$ cat config.mk
export PLATFORM = sky130hd
export DESIGN_NAME = line_follower_mode_controller
export DESIGN_NICKNAME = d
export VERILOG_FILES = /design/src/rtl/core/lfmc_pkg.sv /design/src/rtl/core/lfmc_cfg.sv /design/src/rtl/core/lfmc_fsm.sv /design/src/rtl/core/lfmc_drive.sv /design/src/rtl/core/line_follower_mode_controller.sv
export SDC_FILE = /design/constraint.sdc
export NUM_CORES = 2
export LEC_CHECK = 0
export ABC_AREA = 0
export BUFFER_PORTS_ARGS = -buffer_cell sky130_fd_sc_hd__clkbuf_2
export CAP_MARGIN = 10
export CELL_PAD_IN_SITES_DETAIL_PLACEMENT = 1
export CELL_PAD_IN_SITES_GLOBAL_PLACEMENT = 1
export CORE_UTILIZATION = 55
export DETAILED_ROUTE_END_ITERATION = 16
export PLACE_DENSITY_LB_ADDON = 0.1
export SLEW_MARGIN = 20
export SYNTH_ARGS = -nofsm -noshare
export SYNTH_HDL_FRONTEND = slang
export SYNTH_HIERARCHICAL = 1
export SYNTH_SLANG_ARGS = --single-unit
$ cat constraint.sdc
create_clock -name clk_i -period 38.7 [get_ports clk_i]
set_input_delay 3.87 -clock clk_i [delete_from_list [all_inputs] [get_ports clk_i]]
set_output_delay 3.87 -clock clk_i [all_outputs]
set_load 0.03 [all_outputs]
$ cat src/rtl/core/lfmc_pkg.sv
`default_nettype none

package lfmc_pkg;

  // Widths of the configuration fields and the drive outputs
  localparam int unsigned DUTY_W      = 7;
  localparam int unsigned PERIOD_W    = 16;
  localparam int unsigned TRAVEL_W    = 32;
  localparam int unsigned COMPARE_W   = 16;
  localparam int unsigned MODE_W      = 3;
  localparam int unsigned NUM_WHEELS  = 4;

  // duty (at most 100) times period (at most 65535) fits in 23 bits
  localparam int unsigned PROD_W      = 23;

  localparam int unsigned COUNT_WIDTH_DEF = 32;

  // APB register map: register i at byte address 4*i
  localparam int unsigned APB_ADDR_W  = 4;
  localparam int unsigned APB_DATA_W  = 32;
  localparam int unsigned REG_IDX_W   = 2;

  localparam logic [REG_IDX_W-1:0] REG_SLOW_DUTY       = 2'd0;
  localparam logic [REG_IDX_W-1:0] REG_FAST_DUTY       = 2'd1;
  localparam logic [REG_IDX_W-1:0] REG_TRAVEL_DISTANCE = 2'd2;
  localparam logic [REG_IDX_W-1:0] REG_PWM_PERIOD      = 2'd3;

  localparam logic [DUTY_W-1:0]   SLOW_DUTY_RST = 7'd45;
  localparam logic [DUTY_W-1:0]   FAST_DUTY_RST = 7'd90;
  localparam logic [TRAVEL_W-1:0] TRAVEL_RST    = 32'd5;
  localparam logic [PERIOD_W-1:0] PERIOD_RST    = 16'd99;

  localparam logic [DUTY_W-1:0]   DUTY_FULL     = 7'd100;

  // floor(x/100) = (x * ceil(2^30/100)) >> 30, exact for every x below 2^23
  localparam int unsigned          DIV100_MUL_W = 24;
  localparam logic [DIV100_MUL_W-1:0] DIV100_MUL = 24'd10737419;
  localparam int unsigned          DIV100_SHIFT = 30;

  typedef enum logic [MODE_W-1:0] {
    MODE_IDLE       = 3'd0,
    MODE_FOLLOW     = 3'd1,
    MODE_TURN_RIGHT = 3'd2,
    MODE_TURN_LEFT  = 3'd3,
    MODE_RETRACE    = 3'd4,
    MODE_FINISH     = 3'd5
  } mode_e;

  typedef enum logic [2:0] {
    CMD_STOP       = 3'd0,
    CMD_FORWARD    = 3'd1,
    CMD_BACKWARD   = 3'd2,
    CMD_SPIN_RIGHT = 3'd3,
    CMD_SPIN_LEFT  = 3'd4
  } drive_cmd_e;

  typedef struct packed {
    logic                  left_outer;
    logic                  left_inner;
    logic                  middle;
    logic                  right_inner;
    logic                  right_outer;
    logic                  button;
    // bit 0 front left, 1 front right, 2 back left, 3 back right
    logic [NUM_WHEELS-1:0] tick;
  } in_item_t;

  typedef struct packed {
    mode_e      mode;
    drive_cmd_e drive;
  } step_t;

  typedef struct packed {
    logic [PROD_W-1:0] slow_pulse;
    logic [PROD_W-1:0] slow_inv;
    logic [PROD_W-1:0] fast_pulse;
    logic [PROD_W-1:0] fast_inv;
  } prod_t;

  typedef struct packed {
    logic                 pwm_enable;
    logic [COMPARE_W-1:0] left_compare;
    logic                 left_direction;
    logic [COMPARE_W-1:0] right_compare;
    logic                 right_direction;
  } drive_t;

endpackage

`default_nettype wire

$ cat src/rtl/core/lfmc_cfg.sv
`default_nettype none

module lfmc_cfg (
  input  wire logic                                clk_i,
  input  wire logic                                rst_ni,
  input  wire logic                                psel,
  input  wire logic                                penable,
  input  wire logic                                pwrite,
  input  wire logic [lfmc_pkg::APB_ADDR_W-1:0]     paddr,
  input  wire logic [lfmc_pkg::APB_DATA_W-1:0]     pwdata,
  output logic      [lfmc_pkg::APB_DATA_W-1:0]     prdata,
  output logic      [lfmc_pkg::TRAVEL_W-1:0]       travel_o,
  output lfmc_pkg::prod_t                          prod_o
);

  logic [lfmc_pkg::DUTY_W-1:0]    slow_duty_q;
  logic [lfmc_pkg::DUTY_W-1:0]    fast_duty_q;
  logic [lfmc_pkg::TRAVEL_W-1:0]  travel_q;
  logic [lfmc_pkg::PERIOD_W-1:0]  period_q;
  logic [lfmc_pkg::REG_IDX_W-1:0] reg_idx;
  logic                           wr_en;
  logic [lfmc_pkg::DUTY_W-1:0]    slow_clamp;
  logic [lfmc_pkg::DUTY_W-1:0]    fast_clamp;
  lfmc_pkg::prod_t                prod_d;
  lfmc_pkg::prod_t                prod_q;

  assign reg_idx = paddr[lfmc_pkg::REG_IDX_W+1:2];
  assign wr_en   = psel && penable && pwrite;

  always_ff @(posedge clk_i or negedge rst_ni) begin
    if (!rst_ni) begin
      slow_duty_q <= lfmc_pkg::SLOW_DUTY_RST;
      fast_duty_q <= lfmc_pkg::FAST_DUTY_RST;
      travel_q    <= lfmc_pkg::TRAVEL_RST;
      period_q    <= lfmc_pkg::PERIOD_RST;
    end else if (wr_en) begin
      case (reg_idx)
        lfmc_pkg::REG_SLOW_DUTY:       slow_duty_q <= pwdata[lfmc_pkg::DUTY_W-1:0];
        lfmc_pkg::REG_FAST_DUTY:       fast_duty_q <= pwdata[lfmc_pkg::DUTY_W-1:0];
        lfmc_pkg::REG_TRAVEL_DISTANCE: travel_q    <= pwdata[lfmc_pkg::TRAVEL_W-1:0];
        lfmc_pkg::REG_PWM_PERIOD:      period_q    <= pwdata[lfmc_pkg::PERIOD_W-1:0];
        default: ;
      endcase
    end
  end

  always_comb begin
    case (reg_idx)
      lfmc_pkg::REG_SLOW_DUTY:       prdata = lfmc_pkg::APB_DATA_W'(slow_duty_q);
      lfmc_pkg::REG_FAST_DUTY:       prdata = lfmc_pkg::APB_DATA_W'(fast_duty_q);
      lfmc_pkg::REG_TRAVEL_DISTANCE: prdata = lfmc_pkg::APB_DATA_W'(travel_q);
      lfmc_pkg::REG_PWM_PERIOD:      prdata = lfmc_pkg::APB_DATA_W'(period_q);
      default:                       prdata = '0;
    endcase
  end

  // Duties above 100 percent saturate before scaling.
  assign slow_clamp = (slow_duty_q > lfmc_pkg::DUTY_FULL) ? lfmc_pkg::DUTY_FULL : slow_duty_q;
  assign fast_clamp = (fast_duty_q > lfmc_pkg::DUTY_FULL) ? lfmc_pkg::DUTY_FULL : fast_duty_q;

  always_comb begin
    prod_d.slow_pulse = lfmc_pkg::PROD_W'(slow_clamp) * lfmc_pkg::PROD_W'(period_q);
    prod_d.slow_inv   = lfmc_pkg::PROD_W'(lfmc_pkg::DUTY_FULL - slow_clamp)
                        * lfmc_pkg::PROD_W'(period_q);
    prod_d.fast_pulse = lfmc_pkg::PROD_W'(fast_clamp) * lfmc_pkg::PROD_W'(period_q);
    prod_d.fast_inv   = lfmc_pkg::PROD_W'(lfmc_pkg::DUTY_FULL - fast_clamp)
                        * lfmc_pkg::PROD_W'(period_q);
  end

  // The products are registered from the configuration registers.
  always_ff @(posedge clk_i) begin
    prod_q <= prod_d;
  end

  assign travel_o = travel_q;
  assign prod_o   = prod_q;

endmodule

`default_nettype wire

$ cat src/rtl/core/lfmc_fsm.sv
`default_nettype none

module lfmc_fsm #(
  parameter int unsigned COUNT_WIDTH = lfmc_pkg::COUNT_WIDTH_DEF
) (
  input  wire logic                          clk_i,
  input  wire logic                          rst_ni,
  input  wire logic                          step_en_i,
  input  wire lfmc_pkg::in_item_t            item_i,
  input  wire logic [lfmc_pkg::TRAVEL_W-1:0] travel_i,
  output lfmc_pkg::step_t                    step_o
);

  localparam int unsigned CmpW = (COUNT_WIDTH > lfmc_pkg::TRAVEL_W) ? COUNT_WIDTH
                                                                    : lfmc_pkg::TRAVEL_W;

  lfmc_pkg::mode_e      mode_q, mode_d;
  lfmc_pkg::drive_cmd_e drv_q, drv_d;
  logic                 pend_q, pend_d;
  logic [COUNT_WIDTH-1:0] cnt_q  [lfmc_pkg::NUM_WHEELS];
  logic [COUNT_WIDTH-1:0] cnt_d  [lfmc_pkg::NUM_WHEELS];
  logic [COUNT_WIDTH-1:0] snap_q [lfmc_pkg::NUM_WHEELS];
  logic [COUNT_WIDTH-1:0] moved  [lfmc_pkg::NUM_WHEELS];
  logic                 travelled;
  logic                 snap;
  logic                 cmd_vld;
  lfmc_pkg::drive_cmd_e cmd;
  logic                 pend_t;
  logic                 all_on;

  always_comb begin
    travelled = 1'b1;
    for (int i = 0; i < lfmc_pkg::NUM_WHEELS; i++) begin
      cnt_d[i] = cnt_q[i] + COUNT_WIDTH'(item_i.tick[i]);
      moved[i] = cnt_d[i] - snap_q[i];
      if (CmpW'(moved[i]) < CmpW'(travel_i)) begin
        travelled = 1'b0;
      end
    end
  end

  assign pend_t = pend_q ^ item_i.button;
  assign all_on = item_i.left_outer && item_i.left_inner && item_i.middle
                  && item_i.right_inner && item_i.right_outer;

  always_comb begin
    mode_d  = mode_q;
    pend_d  = pend_t;
    cmd_vld = 1'b0;
    cmd     = lfmc_pkg::CMD_STOP;
    snap    = 1'b0;
    case (mode_q)
      lfmc_pkg::MODE_IDLE: begin
        cmd_vld = 1'b1;
        if (pend_t) begin
          pend_d = 1'b0;
          mode_d = lfmc_pkg::MODE_FOLLOW;
        end
      end
      lfmc_pkg::MODE_FOLLOW: begin
        if (item_i.right_inner && !item_i.left_inner) begin
          cmd_vld = 1'b1;
          cmd     = lfmc_pkg::CMD_SPIN_RIGHT;
        end else if (item_i.left_inner && !item_i.right_inner) begin
          cmd_vld = 1'b1;
          cmd     = lfmc_pkg::CMD_SPIN_LEFT;
        end else if (all_on) begin
          // Reaching the finish line swallows a pending press.
          pend_d = 1'b0;
          mode_d = lfmc_pkg::MODE_FINISH;
        end else begin
          cmd_vld = 1'b1;
          cmd     = lfmc_pkg::CMD_FORWARD;
        end
        if (pend_d) begin
          pend_d = 1'b0;
          mode_d = lfmc_pkg::MODE_RETRACE;
        end
      end
      lfmc_pkg::MODE_TURN_RIGHT, lfmc_pkg::MODE_TURN_LEFT: begin
        if (travelled) begin
          if (item_i.middle) begin
            mode_d = lfmc_pkg::MODE_FOLLOW;
          end else begin
            cmd_vld = 1'b1;
            cmd     = (mode_q == lfmc_pkg::MODE_TURN_RIGHT) ? lfmc_pkg::CMD_SPIN_RIGHT
                                                            : lfmc_pkg::CMD_SPIN_LEFT;
          end
        end else begin
          cmd_vld = 1'b1;
          cmd     = lfmc_pkg::CMD_FORWARD;
        end
        if (pend_t) begin
          pend_d = 1'b0;
          mode_d = lfmc_pkg::MODE_IDLE;
        end
      end
      lfmc_pkg::MODE_RETRACE: begin
        if (item_i.right_outer) begin
          snap   = 1'b1;
          mode_d = lfmc_pkg::MODE_TURN_RIGHT;
        end else if (item_i.left_outer) begin
          snap   = 1'b1;
          mode_d = lfmc_pkg::MODE_TURN_LEFT;
        end else if (item_i.right_inner && !item_i.left_inner) begin
          cmd_vld = 1'b1;
          cmd     = lfmc_pkg::CMD_SPIN_LEFT;
        end else if (item_i.left_inner && !item_i.right_inner) begin
          cmd_vld = 1'b1;
          cmd     = lfmc_pkg::CMD_SPIN_RIGHT;
        end else begin
          cmd_vld = 1'b1;
          cmd     = lfmc_pkg::CMD_BACKWARD;
        end
        if (pend_t) begin
          pend_d = 1'b0;
          mode_d = lfmc_pkg::MODE_IDLE;
        end
      end
      lfmc_pkg::MODE_FINISH: begin
        cmd_vld = 1'b1;
        if (pend_t) begin
          pend_d = 1'b0;
          mode_d = lfmc_pkg::MODE_IDLE;
        end
      end
      default: ;
    endcase
    // Without a new command the last drive is held.
    drv_d = cmd_vld ? cmd : drv_q;
  end

  always_ff @(posedge clk_i or negedge rst_ni) begin
    if (!rst_ni) begin
      mode_q <= lfmc_pkg::MODE_IDLE;
      drv_q  <= lfmc_pkg::CMD_STOP;
      pend_q <= 1'b0;
      for (int i = 0; i < lfmc_pkg::NUM_WHEELS; i++) begin
        cnt_q[i]  <= '0;
        snap_q[i] <= '0;
      end
    end else if (step_en_i) begin
      mode_q <= mode_d;
      drv_q  <= drv_d;
      pend_q <= pend_d;
      for (int i = 0; i < lfmc_pkg::NUM_WHEELS; i++) begin
        cnt_q[i] <= cnt_d[i];
        if (snap) begin
          snap_q[i] <= cnt_d[i];
        end
      end
    end
  end

  assign step_o.mode  = mode_d;
  assign step_o.drive = drv_d;

endmodule

`default_nettype wire

$ cat src/rtl/core/lfmc_drive.sv
`default_nettype none

module lfmc_drive (
  input  wire lfmc_pkg::drive_cmd_e cmd_i,
  input  wire lfmc_pkg::prod_t      prod_i,
  output lfmc_pkg::drive_t          drive_o
);

  localparam int unsigned FullW = lfmc_pkg::PROD_W + lfmc_pkg::DIV100_MUL_W;

  logic [lfmc_pkg::PROD_W-1:0] left_prod;
  logic [lfmc_pkg::PROD_W-1:0] right_prod;
  logic [FullW-1:0]            left_full;
  logic [FullW-1:0]            right_full;
  logic                        run;

  always_comb begin
    run                     = 1'b1;
    left_prod               = '0;
    right_prod              = '0;
    drive_o.left_direction  = 1'b0;
    drive_o.right_direction = 1'b0;
    case (cmd_i)
      lfmc_pkg::CMD_FORWARD: begin
        left_prod               = prod_i.slow_inv;
        right_prod              = prod_i.slow_pulse;
        drive_o.left_direction  = 1'b1;
      end
      lfmc_pkg::CMD_BACKWARD: begin
        left_prod               = prod_i.slow_pulse;
        right_prod              = prod_i.slow_inv;
        drive_o.right_direction = 1'b1;
      end
      lfmc_pkg::CMD_SPIN_RIGHT: begin
        left_prod               = prod_i.fast_inv;
        right_prod              = prod_i.fast_inv;
        drive_o.left_direction  = 1'b1;
        drive_o.right_direction = 1'b1;
      end
      lfmc_pkg::CMD_SPIN_LEFT: begin
        left_prod               = prod_i.fast_pulse;
        right_prod              = prod_i.fast_pulse;
      end
      default: begin
        run = 1'b0;
      end
    endcase
  end

  // Divide by 100 through a reciprocal multiply; a stopped drive selects zero.
  assign left_full  = FullW'(left_prod) * FullW'(lfmc_pkg::DIV100_MUL);
  assign right_full = FullW'(right_prod) * FullW'(lfmc_pkg::DIV100_MUL);

  assign drive_o.pwm_enable    = run;
  assign drive_o.left_compare  = left_full[lfmc_pkg::DIV100_SHIFT +: lfmc_pkg::COMPARE_W];
  assign drive_o.right_compare = right_full[lfmc_pkg::DIV100_SHIFT +: lfmc_pkg::COMPARE_W];

endmodule

`default_nettype wire

$ cat src/rtl/core/line_follower_mode_controller.sv
// Channel   Direction  Handshake                   Payload
// input     in         in_valid_i / in_ready_o     sensors, button, four encoder ticks
// result    out        out_valid_o / out_ready_i   mode, pwm enable, compares, directions
// config    in         APB psel/penable/pwrite     slow/fast duty, travel distance, period
//
// An item is registered on acceptance and stepped into the result register once that
// register is free or emptied; one item per cycle sustained while out_ready_i is high.
// The mode step and PWM scaling sit between the input and result registers.
// Reset clears mode, press flag, wheel counters, snapshots and drive to their idle values.
// A stalled result holds the input register, which then deasserts in_ready_o.
`default_nettype none

module line_follower_mode_controller #(
  parameter int unsigned COUNT_WIDTH = lfmc_pkg::COUNT_WIDTH_DEF
) (
  input  wire logic                              clk_i,
  input  wire logic                              rst_ni,
  input  wire logic                              in_valid_i,
  output logic                                   in_ready_o,
  input  wire logic                              sense_left_outer_i,
  input  wire logic                              sense_left_inner_i,
  input  wire logic                              sense_middle_i,
  input  wire logic                              sense_right_inner_i,
  input  wire logic                              sense_right_outer_i,
  input  wire logic                              button_press_i,
  input  wire logic                              tick_front_left_i,
  input  wire logic                              tick_front_right_i,
  input  wire logic                              tick_back_left_i,
  input  wire logic                              tick_back_right_i,
  output logic                                   out_valid_o,
  input  wire logic                              out_ready_i,
  output logic [lfmc_pkg::MODE_W-1:0]            robot_mode_o,
  output logic                                   pwm_enable_o,
  output logic [lfmc_pkg::COMPARE_W-1:0]         left_compare_o,
  output logic                                   left_direction_o,
  output logic [lfmc_pkg::COMPARE_W-1:0]         right_compare_o,
  output logic                                   right_direction_o,
  input  wire logic                              psel,
  input  wire logic                              penable,
  input  wire logic                              pwrite,
  input  wire logic [lfmc_pkg::APB_ADDR_W-1:0]   paddr,
  input  wire logic [lfmc_pkg::APB_DATA_W-1:0]   pwdata,
  output logic      [lfmc_pkg::APB_DATA_W-1:0]   prdata,
  output logic                                   pready
);

  lfmc_pkg::in_item_t            in_item_q;
  logic                          in_vld_q;
  logic                          out_vld_q;
  logic                          advance;
  logic                          accept;
  logic [lfmc_pkg::TRAVEL_W-1:0] travel;
  lfmc_pkg::prod_t               prod;
  lfmc_pkg::step_t               step;
  lfmc_pkg::drive_t              drive;
  lfmc_pkg::mode_e               mode_q;
  lfmc_pkg::drive_t              drive_q;

  assign pready = 1'b1;

  lfmc_cfg u_cfg (
    .clk_i    (clk_i),
    .rst_ni   (rst_ni),
    .psel     (psel),
    .penable  (penable),
    .pwrite   (pwrite),
    .paddr    (paddr),
    .pwdata   (pwdata),
    .prdata   (prdata),
    .travel_o (travel),
    .prod_o   (prod)
  );

  // The input register moves on whenever the result register is free or being emptied.
  assign advance    = in_vld_q && (!out_vld_q || out_ready_i);
  assign in_ready_o = !in_vld_q || advance;
  assign accept     = in_valid_i && in_ready_o;

  always_ff @(posedge clk_i or negedge rst_ni) begin
    if (!rst_ni) begin
      in_vld_q  <= 1'b0;
      out_vld_q <= 1'b0;
    end else begin
      if (accept) begin
        in_vld_q <= 1'b1;
      end else if (advance) begin
        in_vld_q <= 1'b0;
      end
      if (advance) begin
        out_vld_q <= 1'b1;
      end else if (out_ready_i) begin
        out_vld_q <= 1'b0;
      end
    end
  end

  always_ff @(posedge clk_i) begin
    if (accept) begin
      in_item_q.left_outer  <= sense_left_outer_i;
      in_item_q.left_inner  <= sense_left_inner_i;
      in_item_q.middle      <= sense_middle_i;
      in_item_q.right_inner <= sense_right_inner_i;
      in_item_q.right_outer <= sense_right_outer_i;
      in_item_q.button      <= button_press_i;
      in_item_q.tick        <= {tick_back_right_i, tick_back_left_i,
                                tick_front_right_i, tick_front_left_i};
    end
  end

  lfmc_fsm #(
    .COUNT_WIDTH (COUNT_WIDTH)
  ) u_fsm (
    .clk_i     (clk_i),
    .rst_ni    (rst_ni),
    .step_en_i (advance),
    .item_i    (in_item_q),
    .travel_i  (travel),
    .step_o    (step)
  );

  lfmc_drive u_drive (
    .cmd_i   (step.drive),
    .prod_i  (prod),
    .drive_o (drive)
  );

  always_ff @(posedge clk_i) begin
    if (advance) begin
      mode_q  <= step.mode;
      drive_q <= drive;
    end
  end

  assign out_valid_o       = out_vld_q;
  assign robot_mode_o      = mode_q;
  assign pwm_enable_o      = drive_q.pwm_enable;
  assign left_compare_o    = drive_q.left_compare;
  assign left_direction_o  = drive_q.left_direction;
  assign right_compare_o   = drive_q.right_compare;
  assign right_direction_o = drive_q.right_direction;

`ifndef ASSERT_OFF
  a_stop_is_quiet: assert property (@(posedge clk_i) disable iff (!rst_ni)
    out_vld_q && !drive_q.pwm_enable |-> drive_q.left_compare == '0
      && drive_q.right_compare == '0 && !drive_q.left_direction
      && !drive_q.right_direction)
    else $error("stopped drive shows a nonzero compare or direction");

  a_step_gives_result: assert property (@(posedge clk_i) disable iff (!rst_ni)
    advance |=> out_vld_q)
    else $error("stepped item did not reach the result register");

  a_stall_only_when_full: assert property (@(posedge clk_i) disable iff (!rst_ni)
    !in_ready_o |-> in_vld_q && out_vld_q && !out_ready_i)
    else $error("input stalled while the pipeline had room");
`endif

endmodule

`default_nettype wire

==> flow_metrics.py <==
metrics = {
    "status": {
        "result_of_the_run": "finished clean",
    },
    "timing": {
        "worst_pin_slew_ns": 1.169,
        "setup-tns-final_ns": 0,
        "hold_viol": 0,
        "final.period_utilization_pct": 43.55,
        "slew_violations": 0,
        "max_freq_ghz": 0.05934,
        "report.final.setup_viol": 0,
        "period_minus_slack_ns": 16.85,
        "timing.max_slew.rel_slack_pct": 22.09,
        "grt_setup_unrepaired": "false",
        "clock-skew-final_ns": 0.04663,
    },
    "floorplanning": {
        "core_region_area_um2": 111300,
        "fp.dieArea_um2": 114400,
        "boundaryPins": 126,
        "die_h_um": 338.2,
        "start_util_pct": 55.86,
        "rows": 122,
        "die_w_um": 338.2,
    },
    "cts": {
        "ctsHoldBuffers": 0,
        "clk_pin_slew_worst_paths_ns": 0.06,
        "clk_latency_ns": 0.68,
        "clock_tree_buf_depth": 3,
        "postCtsSetupBuffers": 0,
        "cts_tree": "built",
        "h-tree-depth": 2,
        "cts_made_buffers": 59,
        "cts-root-buf": "sky130_fd_sc_hd__clkbuf_16",
        "numClockSinks": 465,
        "cts_repair_resize_count": 0,
    },
    "synth": {
        "ys_ff_latch": 465,
        "synth-seq-area-share_pct": 18.41,
        "synth.top_cells.by_count": "sky130_fd_sc_hd__inv_1, sky130_fd_sc_hd__ha_1, sky130_fd_sc_hd__fa_1",
        "post_syn_instances": 6579,
        "synth_enable_flop_cells": 48,
        "mappedNetlistArea_um2": 62160,
        "post_synth_main_area_contributors": "sky130_fd_sc_hd__fa_1, sky130_fd_sc_hd__ha_1, sky130_fd_sc_hd__dfrtp_1",
        "synth-main-ff-cell": "sky130_fd_sc_hd__dfrtp_1",
        "post-synth-top-area-cell": "sky130_fd_sc_hd__fa_1",
        "syn_avg_cell_area_um2": 9.448,
        "yosys.area.top_type_share_pct": 22.48,
        "synth_warnings": 6,
        "synthArstFlopShare_pct": 70.32,
        "ys_types": 126,
        "synth.most_common_cell": "sky130_fd_sc_hd__inv_1",
    },
    "detailed_routing": {
        "number_of_drc_violations_after_detailed_routing_iteration_0": 2846,
        "ant_nets": 0,
        "via_per_inst": 5.751,
        "routed_wire_length_per_instance_um": 21.45,
        "finalWirelength_um": 175600,
        "drt_pre_antenna_iters": 5,
        "detailroute.via_count": 47080,
        "drcViolationCount": 0,
    },
    "global_routing": {
        "first_pass_grt_wire_length_um": 283700,
        "groute.layer.met2.usage_pct": 52.16,
        "grt_use_met1_pct": 41.78,
        "gr-usage-met3_pct": 4.644,
        "track_usage_pct": 31.08,
        "grt_start_max_net_pins": 239,
        "initial_antenna_violation_count": 9,
        "gr_busiest_metal": "met2",
        "number_of_global_route_vias_before_repair": 52130,
        "grt.overflow.total": 0,
    },
    "place": {
        "port_buffers": 122,
        "hpwl_after_detailed_placement_um": 143300,
        "finalWeightedCongestion": 0.9520,
    },
    "critical_path": {
        "type_of_the_setup_path_with_the_least_slack": "flop to flop",
        "cp_common_cell": "sky130_fd_sc_hd__fa_1",
        "critPathRequiredTime_ns": 39.12,
        "category_of_the_worst_setup_path_launch_point": "flop",
        "crit_path_top_delay_cell": "sky130_fd_sc_hd__nor4_2",
        "cp_data_arrival_time_ns": 17.28,
        "cp_max_fo": 22,
        "timing.critical_path.to_type": "flop",
        "crit_path_max_incr_delay_ns": 0.85,
    },
    "layout": {
        "final_nets": 8320,
        "drive_gt1_share_pct": 7.183,
        "fillers": 12680,
        "layout-area-overhead-vs-synth_pct": 6.675,
    },
    "worst_hold_path": {
        "min-delay-path-class": "flop to flop",
    },
    "job": {
        "max_cap_violations": 0,
    },
}
[routing by layer]
| layer | routed length (um) | vias to the layer above |
|---|---|---|
| met3 | 8759 | 294 |
| met2 | 83530 | 999 |
| met1 | 78340 | 24160 |
| met4 | 4942 | 2 |
| li1 | - | 21630 |
| met5 | 12 | - |
[worst paths after layout]
check,end,start,slack [ns],depth (start not counted)
max,right_compare_o[14],u_fsm/cnt_q[32],21.85,53
min,u_fsm/cnt_q[127],u_fsm/cnt_q[127],0.49,1
max reg2reg,right_compare_o[14],u_fsm/cnt_q[32],21.85,53
min reg2reg,u_fsm/cnt_q[127],u_fsm/cnt_q[127],0.49,1
max in group asynchronous,u_fsm/cnt_q[121],rst_ni,32.72,4
min in group asynchronous,u_fsm/cnt_q[81],rst_ni,3.18,1
[flip-flops by register name, summed over array words and instances, names as in the netlist, 3 cells and up]
name               cells
in_item_q             10
left_compare_o        16
u_cfg/slow_duty_q      7
u_fsm/cnt_q          128
robot_mode_o           3
right_compare_o       16
u_cfg/travel_o        32
u_cfg/fast_duty_q      7
u_fsm/snap_q         128
u_fsm/mode_q           3
u_cfg/prod_o          90
u_fsm/drv_q            3
u_cfg/period_q        16
[stage by stage]
stage	hold slack (ns)	cells	utilization, %	worst slack, ns	area [um2]
6_report	0.4886	8187	59.58	21.85	66300
5_1_grt	0.5162	8184	59.58	21.12	66300
4_1_cts	0.4965	8183	59.57	21.93	66290
3_5_place_dp	0.4785	8072	57.80	22.00	64320
3_3_place_gp	0.4767	8071	57.79	22.16	64310
2_1_floorplan	0.4583	6609	-	25.15	62270
[worst max-delay path: cells and delay by family, from the launching register on]
family	cells	cell delay, ns
buffers and inverters	5	0.66
flip-flops	1	0.35
AND/OR/NAND/NOR	17	4.73
AO/OA/AOI/OAI	16	5.58
XOR/XNOR	3	0.38
adder cells (fa/ha/maj)	12	4.85
[cells in the final DEF (no fill, tap or decap), types with 70 or more instances in the layout]
cell type / n
sky130_fd_sc_hd__o21ai_0: 232
sky130_fd_sc_hd__mux2_2: 89
sky130_fd_sc_hd__a21oi_1: 225
sky130_fd_sc_hd__nand2_1: 581
sky130_fd_sc_hd__ha_1: 923
sky130_fd_sc_hd__and2_1: 210
sky130_fd_sc_hd__nor2_1: 185
sky130_fd_sc_hd__nand4_1: 70
sky130_fd_sc_hd__xor2_1: 130
sky130_fd_sc_hd__dfxtp_1: 90
sky130_fd_sc_hd__and3_1: 77
sky130_fd_sc_hd__inv_1: 1245
sky130_fd_sc_hd__xnor2_1: 326
sky130_fd_sc_hd__dfrtp_1: 313
sky130_fd_sc_hd__a21o_1: 124
sky130_fd_sc_hd__nand3_1: 111
sky130_fd_sc_hd__clkbuf_2: 121
sky130_fd_sc_hd__fa_1: 698
[logic make-up after synthesis]
logic type / after synthesis / share of synthesized area, %
fa+ha+maj: 1621 / 41.06
compound gates: 981 / 10.69
buf+inv: 1434 / 8.793
xor+xnor: 463 / 6.615
other cells: 3 / 0.01812
simple gates: 1500 / 12.29
flops: 465 / 18.41
mux: 112 / 2.126
[cell type report]
| type | instances | area (um2) | area share, % |
|---|---|---|---|
| clock buffer | 75 | 1587 | 2.393 |
| timing repair buffer | 165 | 950.9 | 1.434 |
| clock inverter | 36 | 386.6 | 0.5831 |
| antenna | 3 | 7.507 | 0.01132 |
| inverter | 1245 | 4673 | 7.048 |
| multi-input combinational | 4710 | 45390 | 68.46 |
| tap | 1488 | 1862 | 2.808 |
| sequential | 465 | 11440 | 17.26 |
Power is not shown: default switching activity piles up to over one toggle a cycle in this logic, so the estimate is an artifact.
